### src/pae_pkg.sv
// ----------------------------------------------------------------------------
// pae_pkg: shared types and constants for the PWM encoder unwrap block
// Field widths, opcodes, register indexes and the divider status bundle.
// ----------------------------------------------------------------------------
`default_nettype none

package pae_pkg;

  localparam int PERIOD_W   = 24;
  localparam int POS_W      = 32;
  localparam int THR_W      = 13;
  localparam int DUTYV_W    = 13;
  localparam int IN_DATA_W  = 80;
  localparam int OUT_DATA_W = 80;
  localparam int CFG_IDX_W  = 8;

  localparam logic OP_CAPTURE = 1'b0;
  localparam logic OP_SET     = 1'b1;

  localparam logic [CFG_IDX_W-1:0] CFG_STARTUP_EN  = 8'd0;
  localparam logic [CFG_IDX_W-1:0] CFG_STARTUP_THR = 8'd1;

  localparam logic [THR_W-1:0] THR_RESET = 13'd2048;

  typedef struct packed {
    logic busy;
    logic done;
  } div_stat_t;

endpackage : pae_pkg

`default_nettype wire

### src/pae_divider.sv
// ----------------------------------------------------------------------------
// pae_divider: iterative restoring divider
// One quotient bit per cycle, MSB first; quotient must fit in QUO_W bits.
// ----------------------------------------------------------------------------
`default_nettype none

module pae_divider
  import pae_pkg::*;
#(
  parameter int DEN_W = 24,
  parameter int QUO_W = 13
) (
  input  wire logic                   clk,
  input  wire logic                   rst_n,
  input  wire logic                   start,
  input  wire logic [DEN_W+QUO_W-1:0] num,
  input  wire logic [DEN_W-1:0]       den,
  output logic      [QUO_W-1:0]       quo,
  output div_stat_t                   stat
);

  localparam int CW    = DEN_W + QUO_W;
  localparam int CNT_W = $clog2(QUO_W);

  logic [CW-1:0]    rem_r;
  logic [CW-1:0]    dsr_r;
  logic [QUO_W-1:0] quo_r;
  logic [CNT_W-1:0] cnt_r;
  logic             busy_r;
  logic             done_r;
  logic             fits;

  assign fits = (rem_r >= dsr_r);

  always_ff @(posedge clk) begin
    if (!rst_n) begin
      busy_r <= 1'b0;
      done_r <= 1'b0;
      cnt_r  <= '0;
    end else begin
      done_r <= 1'b0;
      if (start) begin
        busy_r <= 1'b1;
        cnt_r  <= CNT_W'(QUO_W - 1);
      end else if (busy_r) begin
        if (cnt_r == '0) begin
          busy_r <= 1'b0;
          done_r <= 1'b1;
        end else begin
          cnt_r <= cnt_r - 1'b1;
        end
      end
    end
  end

  // datapath, no reset needed
  always_ff @(posedge clk) begin
    if (start) begin
      rem_r <= num;
      dsr_r <= CW'(den) << (QUO_W - 1);
      quo_r <= '0;
    end else if (busy_r) begin
      if (fits) begin
        rem_r <= rem_r - dsr_r;
      end
      quo_r <= {quo_r[QUO_W-2:0], fits};
      dsr_r <= dsr_r >> 1;
    end
  end

  assign quo       = quo_r;
  assign stat.busy = busy_r;
  assign stat.done = done_r;

endmodule : pae_divider

`default_nettype wire

### src/pwm_absolute_encoder_unwrap_unit.sv
// Capture item: states S_MUL, S_START, S_WAIT, S_TURN, S_RAW and S_DONE from accept to result,
// DUTY_W = bits of RESOLUTION+1; the divider takes one cycle per quotient bit.
// Set-position and zero-period items go from accept straight to S_DONE, skipping the divider.
// One item in flight; the next item is accepted once the result is registered and the
// state is back in S_IDLE. A new item is taken while the last result waits at out_.
// Synchronous active-low reset clears state; config to startup off, threshold 2048.
// ----------------------------------------------------------------------------
// pwm_absolute_encoder_unwrap_unit: multi-turn unwrap of a PWM absolute encoder
// Duty from capture by iterative division, turn counting, position offset.
// ----------------------------------------------------------------------------
`default_nettype none

module pwm_absolute_encoder_unwrap_unit
  import pae_pkg::*;
#(
  parameter int RESOLUTION = 4096
) (
  input  wire logic                  clk,
  input  wire logic                  rst_n,
  // config write channel
  input  wire logic                  cfg_valid,
  output logic                       cfg_ready,
  input  wire logic [CFG_IDX_W-1:0]  cfg_index,
  input  wire logic [THR_W-1:0]      cfg_data,
  // input items
  input  wire logic                  in_tvalid,
  output logic                       in_tready,
  // [23:0] pwm_period, [47:24] pwm_width, [79:48] new_position
  input  wire logic [IN_DATA_W-1:0]  in_tdata,
  // [0] op
  input  wire logic                  in_tuser,
  // result items
  output logic                       out_tvalid,
  input  wire logic                  out_tready,
  // [31:0] position, [63:32] turn_count, [76:64] duty_value, [79:77] zero
  output logic [OUT_DATA_W-1:0]      out_tdata,
  // [0] sample_used
  output logic                       out_tuser
);

  localparam int DUTY_W = $clog2(RESOLUTION + 1);
  localparam int PROD_W = DUTY_W + PERIOD_W;
  localparam int LIM_W  = DUTY_W + 3;
  localparam int CMP_W  = (DUTY_W > THR_W) ? DUTY_W : THR_W;

  localparam logic [PROD_W-1:0] RES_P  = PROD_W'(RESOLUTION);
  localparam logic [POS_W-1:0]  RES_32 = POS_W'(RESOLUTION);
  localparam logic [LIM_W-1:0]  LIM_LO = LIM_W'(RESOLUTION);
  localparam logic [LIM_W-1:0]  LIM_HI = LIM_W'(4 * RESOLUTION);

  typedef enum logic [2:0] {
    S_IDLE, S_MUL, S_START, S_WAIT, S_TURN, S_RAW, S_DONE
  } state_t;

  state_t state_r, state_nxt;

  logic                  startup_en_r;
  logic [THR_W-1:0]      startup_thr_r;

  logic [DUTY_W-1:0]     last_duty_r, last_duty_nxt;
  logic [POS_W-1:0]      turns_r, turns_nxt;
  logic [POS_W-1:0]      raw_r, raw_nxt;
  logic [POS_W-1:0]      offset_r, offset_nxt;
  logic                  used_r, used_nxt;
  logic                  out_valid_r, out_valid_nxt;
  logic [OUT_DATA_W-1:0] out_data_r, out_data_nxt;
  logic                  out_user_r, out_user_nxt;

  logic [PERIOD_W-1:0]   period_r;
  logic [PERIOD_W-1:0]   width_r;
  logic [PROD_W-1:0]     num_r;

  logic                  in_acc;
  logic [PERIOD_W-1:0]   in_period;
  logic [PERIOD_W-1:0]   in_width;
  logic [POS_W-1:0]      in_newpos;
  logic [PERIOD_W-1:0]   width_clamp;

  logic                  div_start;
  logic [DUTY_W-1:0]     div_quo;
  div_stat_t             div_stat;

  logic [LIM_W-1:0]      last5;
  logic [LIM_W-1:0]      duty5;

  assign in_period = in_tdata[23:0];
  assign in_width  = in_tdata[47:24];
  assign in_newpos = in_tdata[79:48];

  assign in_tready = (state_r == S_IDLE);
  assign in_acc    = in_tvalid & in_tready;
  assign cfg_ready = 1'b1;
  assign div_start = (state_r == S_START);

  assign width_clamp = (width_r > period_r) ? period_r : width_r;

  // ---------------------------------------------------------------- config
  always_ff @(posedge clk) begin
    if (!rst_n) begin
      startup_en_r  <= 1'b0;
      startup_thr_r <= THR_RESET;
    end else if (cfg_valid && cfg_ready) begin
      unique case (cfg_index)
        CFG_STARTUP_EN:  startup_en_r  <= cfg_data[0];
        CFG_STARTUP_THR: startup_thr_r <= cfg_data;
        default: ;
      endcase
    end
  end

  // ---------------------------------------------------------------- datapath
  always_ff @(posedge clk) begin
    if (in_acc) begin
      period_r <= in_period;
      width_r  <= in_width;
    end
    if (state_r == S_MUL) begin
      num_r <= RES_P * PROD_W'(width_clamp);
    end
  end

  pae_divider #(
    .DEN_W (PERIOD_W),
    .QUO_W (DUTY_W)
  ) u_div (
    .clk   (clk),
    .rst_n (rst_n),
    .start (div_start),
    .num   (num_r),
    .den   (period_r),
    .quo   (div_quo),
    .stat  (div_stat)
  );

  assign last5 = (LIM_W'(last_duty_r) << 2) + LIM_W'(last_duty_r);
  assign duty5 = (LIM_W'(div_quo) << 2) + LIM_W'(div_quo);

  // ---------------------------------------------------------------- sequencer
  always_comb begin
    state_nxt     = state_r;
    last_duty_nxt = last_duty_r;
    turns_nxt     = turns_r;
    raw_nxt       = raw_r;
    offset_nxt    = offset_r;
    used_nxt      = used_r;
    out_valid_nxt = out_valid_r;
    out_data_nxt  = out_data_r;
    out_user_nxt  = out_user_r;

    if (out_valid_r && out_tready) begin
      out_valid_nxt = 1'b0;
    end

    unique case (state_r)
      S_IDLE: begin
        if (in_acc) begin
          used_nxt = 1'b0;
          if (in_tuser == OP_SET) begin
            offset_nxt = in_newpos - raw_r;
            state_nxt  = S_DONE;
          end else if (in_period == '0) begin
            state_nxt = S_DONE;
          end else begin
            used_nxt  = 1'b1;
            state_nxt = S_MUL;
          end
        end
      end
      S_MUL:   state_nxt = S_START;
      S_START: state_nxt = S_WAIT;
      S_WAIT: begin
        if (div_stat.done) begin
          state_nxt = S_TURN;
        end
      end
      S_TURN: begin
        if (last_duty_r != '0) begin
          if (last5 > LIM_HI && duty5 < LIM_LO) begin
            turns_nxt = turns_r + 1'b1;
          end else if (last5 < LIM_LO && duty5 > LIM_HI) begin
            turns_nxt = turns_r - 1'b1;
          end
        end else if (startup_en_r && (CMP_W'(div_quo) > CMP_W'(startup_thr_r))) begin
          turns_nxt = '1;
        end
        last_duty_nxt = div_quo;
        state_nxt     = S_RAW;
      end
      S_RAW: begin
        raw_nxt   = POS_W'(turns_r * RES_32) + POS_W'(last_duty_r);
        state_nxt = S_DONE;
      end
      S_DONE: begin
        if (!out_valid_r || out_tready) begin
          out_data_nxt        = '0;
          out_data_nxt[31:0]  = raw_r + offset_r;
          out_data_nxt[63:32] = turns_r;
          out_data_nxt[76:64] = DUTYV_W'(last_duty_r);
          out_user_nxt        = used_r;
          out_valid_nxt       = 1'b1;
          state_nxt           = S_IDLE;
        end
      end
      default: state_nxt = S_IDLE;
    endcase
  end

  always_ff @(posedge clk) begin
    if (!rst_n) begin
      state_r     <= S_IDLE;
      last_duty_r <= '0;
      turns_r     <= '0;
      raw_r       <= '0;
      offset_r    <= '0;
      used_r      <= 1'b0;
      out_valid_r <= 1'b0;
      out_data_r  <= '0;
      out_user_r  <= 1'b0;
    end else begin
      state_r     <= state_nxt;
      last_duty_r <= last_duty_nxt;
      turns_r     <= turns_nxt;
      raw_r       <= raw_nxt;
      offset_r    <= offset_nxt;
      used_r      <= used_nxt;
      out_valid_r <= out_valid_nxt;
      out_data_r  <= out_data_nxt;
      out_user_r  <= out_user_nxt;
    end
  end

  assign out_tvalid = out_valid_r;
  assign out_tdata  = out_data_r;
  assign out_tuser  = out_user_r;

`ifndef SYNTH
  a_busy_after_accept: assert property (@(posedge clk) disable iff (!rst_n)
    in_tvalid && in_tready |=> !in_tready)
    else $error("input accepted while previous item still in progress");

  a_quo_in_range: assert property (@(posedge clk) disable iff (!rst_n)
    div_stat.done |-> (32'(div_quo) <= 32'(RESOLUTION)))
    else $error("duty quotient above resolution");

  a_last_duty_range: assert property (@(posedge clk) disable iff (!rst_n)
    state_r == S_RAW |-> (32'(last_duty_r) <= 32'(RESOLUTION)))
    else $error("stored duty above resolution");

  a_div_only_when_waiting: assert property (@(posedge clk) disable iff (!rst_n)
    div_stat.busy |-> state_r == S_WAIT)
    else $error("divider running outside the wait state");
`endif

endmodule : pwm_absolute_encoder_unwrap_unit

`default_nettype wire

### config.mk
export PLATFORM = sky130hd
export DESIGN_NAME = pwm_absolute_encoder_unwrap_unit
export DESIGN_NICKNAME = d
export VERILOG_FILES = /design/src/pae_pkg.sv /design/src/pae_divider.sv /design/src/pwm_absolute_encoder_unwrap_unit.sv
export SDC_FILE = /design/constraint.sdc
export NUM_CORES = 1
export LEC_CHECK = 0
export BUFFER_PORTS_ARGS = -buffer_cell sky130_fd_sc_hd__clkbuf_2
export CORE_UTILIZATION = 55
export CTS_CLUSTER_DIAMETER = 150
export DETAILED_ROUTE_END_ITERATION = 12
export PLACE_DENSITY = 0.74
export SYNTH_ARGS = -nofsm -noshare
export SYNTH_HDL_FRONTEND = slang
export SYNTH_SLANG_ARGS = --single-unit
### constraint.sdc
create_clock -name clk -period 15.2 [get_ports clk]
set_clock_uncertainty 0.15 [all_clocks]
set_input_delay 0.76 -clock clk [delete_from_list [all_inputs] [get_ports clk]]
set_output_delay 0.76 -clock clk [all_outputs]
set_load 0.005 [all_outputs]
==> results.md <==
| Stage | Item | Reported |
|:---|:---|:---|
| synth | Prevailing post-synth register cell | dfxtp_1 |
| grt | Global-route wire length before repair | 95.3 mm |
| setup path | Launch point of the critical path | last_duty_r[3] |
| clock network | Clock sink count | 370 |
| routing | Residual antenna-violating net count after detailed routing | 0 |
| synth | Share of synthesized registers carrying an async set or reset | 0% |
| placed design | Half-perimeter wire length of the detailed placement result | 42.9 mm |
| timing | # setup viols final | 0 |
| clock network | Resize count post-CTS | 0 |
| floorplan | Total number of placement rows | 73 |
| setup path | Max FO, Critical Path | 31 |
| placed design | GPL Wtd Cong | 0.910 |
| routing | Routed wire length per instance | 18.3 um |
| synth | Fraction of the yosys area taken by sequential cells | 39.3% |
| power | Leakage power | 10.2 nW |
| synth | Post-synth EDFFs | 133 |
| power | Power density over the cells | 163 nW/um^2 |
| timing | Worst max-slew margin expressed relative to the limit | 19.9% |
| grt | Maximum number of pins on one net before global-route repair | 112 |
| floorplan | Initial core utilization | 55.8% |
| timing | Setup slack of the critical path after layout | 7.97 ns |
| timing | Total negative slack for setup checks | 0 ns |
| grt | Number of antenna violations at the first check in global routing | 1 |
| layout | Layout cells sized above 1 | 12.3% |
| setup path | Reg-to-reg critical path endpoint | turns_r[30] |
| floorplan | Core outline area | 39800 sq um |
| timing | Final-report max-slew violation count | 0 |
| routing | Iteration-0 DRC count of the detailed router | 1545 |
| synth | Synth unique cells | 85 |
| grt | GRT overflow | 0 |
| routing | Via count normalized by instance count | 5.95 |
| synth | Post-synthesis area per instance | 8.78 sq um |
| setup path | Worst reg-to-reg setup slack | 7.97 ns |
| timing | RSZ-0062 raised after global routing | no |
| timing | Least-Margin Pin Slew | 1.20 ns |
| synth | Synth Cell Area | 22200 sq um |
| layout | Fin nets | 2969 |
| synth | Register bit count reported by yosys | 370 |
| timing | Minimum clock period | 7.23 ns |
| job | Maximum capacitance violations | 0 |
| placed design | Count of input and output buffers | 186 |
| clock network | Master cell of the clock root buffer | clkbuf_16 |
| layout | Growth of design area from synthesis to finish | 12.3% |
| layout | Top library cells by usage in the layout, fill and taps aside | nand2_1, a21oi_1, dfxtp_1, nor2_1, ha_1 |
| floorplan | Die Width | 203 um |
| min path | HP Class | in -> reg |
| floorplan | Floorplan die area | 41200 sq um |
| placed design | Setup slack after placement | 8.01 ns |
| synth | Count of synthesis-stage warnings from yosys | 0 |
| setup path | Critical Path Source Type | flip-flop |
| routing | # DRC | 0 |
| timing | Maximum clock rate | 138 MHz |
| routing | DRT Pass-1 Iters | 6 |
| routing | Total number of vias | 19200 |
| clock network | Post-CTS setup buffers | 0 |
| layout | Commonest non-fill, non-tap cell in the layout | nand2_1 |
| clock network | Maximum clock insertion buffer count | 3 |
| setup path | Arrival time at the worst endpoint | 7.60 ns |
| grt | Total track usage | 28.7% |
| setup path | Endpoint type of the worst setup path | flip-flop |
| timing | Final count of hold timing violations | 0 |
| setup path | Reg-to-Reg Start | last_duty_r[3] |
| setup path | Critical Path Sink | turns_r[30] |
| routing | DRT Wirelength | 59.1 mm |
| setup path | Worst endpoint required time | 15.57 ns |
| grt | Via count of the first global-routing pass | 18600 |
| layout | Layout filler cell count | 3425 |
| clock network | Quantity of hold-fixing buffers added after cts | 0 |
| floorplan | Top-level port count | 191 |
| clock network | Source-to-sink clock delay at the later pin of the worst-skew pair | 0.58 ns |
| synth | Synthesized instance count | 2530 |
| floorplan | Floorplan die height | 203 um |
| power | Largest voltage drop on the vdd net | 0.000100 V |
| setup path | Worst r2r path cells | 20 |
| clock network | TritonCTS Buffers | 42 |
| outcome | Run status | completed |
| clock network | CTS tree | built |
| clock network | CTS HTree Levels | 2 |
| setup path | Type of the setup path with the least slack | reg -> reg |
| timing | Part of the cycle the worst path needs | 47.6% |
| clock network | Clock slew at the register clock pins of the worst setup and hold paths | 0.06 ns |
[per-stage QoR]
step / std cells / instance area [sq um] / hold WS [ns] / util [%] / power (mW)
final: 3224 / 25000 / 0.202 / 62.7 / 4.07
after global routing: 3224 / 25000 / 0.188 / 62.7 / 4.31
after CTS: 3223 / 25000 / 0.173 / 62.7 / 4.07
after detailed placement: 3145 / 23500 / 0.294 / 59.0 / 3.00
after global placement: 3145 / 23500 / 0.288 / 59.0 / 2.93
after floorplan: 2532 / 22200 / 0.281 / - / 2.60
[worst max-delay path, cell delays in order, from the launching register on]
cell,delay [ns]
dfxtp_1,0.47
ha_1,0.34
a21oi_1,0.17
o22ai_1,0.11
o41ai_1,0.64
o21a_1,0.21
mux2_2,0.34
nor4_1,0.58
nor2_1,0.22
inv_1,0.81
ha_1,0.42
a21oi_1,0.28
nand2b_1,0.09
o311a_1,0.33
a221o_1,0.38
nor4b_1,0.19
o41ai_2,0.63
o21a_1,0.24
nor2b_1,0.07
nor4b_1,0.28
o221a_2,0.23
[cell usage after synthesis, types with 20 or more instances]
| cell | n | area [sq um] |
|---|---|---|
| nand3_1 | 83 | 415 |
| nand4_1 | 31 | 194 |
| nand2b_1 | 26 | 163 |
| dfxtp_1 | 237 | 4740 |
| inv_1 | 151 | 567 |
| a211oi_1 | 56 | 420 |
| nor3_1 | 40 | 200 |
| mux2_2 | 27 | 304 |
| nand2_1 | 302 | 1130 |
| a21o_1 | 66 | 495 |
| ha_1 | 192 | 2400 |
| a21oi_1 | 260 | 1300 |
| o21a_1 | 21 | 158 |
| nor2_1 | 204 | 766 |
| xnor2_1 | 64 | 561 |
| nor2b_1 | 28 | 175 |
| o21ai_0 | 132 | 661 |
| mux2i_1 | 46 | 460 |
| xor2_1 | 67 | 587 |
| edfxtp_1 | 133 | 3990 |
| a31oi_1 | 20 | 125 |
| clkbuf_1 | 87 | 327 |
[cell families after synthesis]
| group | after synthesis | synth area share, % |
|---|---|---|
| AND/OR/NAND/NOR | 809 | 16.7 |
| AO/OA/AOI/OAI | 682 | 19.3 |
| flip-flops | 370 | 39.3 |
| buffers and inverters | 265 | 4.69 |
| adder cells (fa/ha/maj) | 198 | 11.4 |
| XOR/XNOR | 131 | 5.16 |
| multiplexers | 73 | 3.44 |
| other | 2 | 0.0338 |
[flip-flops by register name (all words and copies together) (netlist names), 32 cells and up]
| register | flops |
|---|---|
| u_div.rem_r | 37 |
| u_div.dsr_r | 36 |
| out_tdata | 77 |
| offset_r | 32 |
| raw_r | 32 |
| turns_r | 32 |
[final cells by class]
| class | count | area (sq um) | share of cell area, % |
|---|---|---|---|
| clock buffers | 63 | 1250 | 5.03 |
| clock inverters | 15 | 195 | 0.782 |
| diodes | 1 | 2.50 | 0.0100 |
| well taps | 525 | 657 | 2.63 |
| multi-input cells | 1897 | 12500 | 50.0 |
| inverters | 152 | 576 | 2.31 |
| flip-flops and latches | 370 | 8740 | 35.0 |
| repair buffers | 201 | 1040 | 4.18 |
[how the worst min path moves through the flow]
stage                        startpoint            end  slack, ns  depth (start not counted)
after global placement    out_tdata[11]  out_tdata[11]       0.29                          2
after CTS                  in_tdata[39]    width_r[15]       0.17                          1
final                      in_tdata[26]     width_r[2]       0.20                          1
after detailed placement  out_tdata[17]  out_tdata[17]       0.29                          2
after floorplan                  used_r      out_tuser       0.28                          2
after global routing       in_tdata[42]    width_r[18]       0.19                          1
[metal layers]
layer	global-route usage (%)	up-vias	wire length, um
li1	-	9359	-
met3	4.04	98	3460
met4	10.1	0	1670
met1	40.5	9124	27700
met5	0	-	0
met2	44.7	586	26200
[where the power goes]
group          total [mW]  switching, mW  internal (mW)
Clock                1.06          0.421          0.640
Sequential           1.44          0.110           1.33
Combinational        1.56          0.954          0.610
Power figures use the tool's default switching activity.
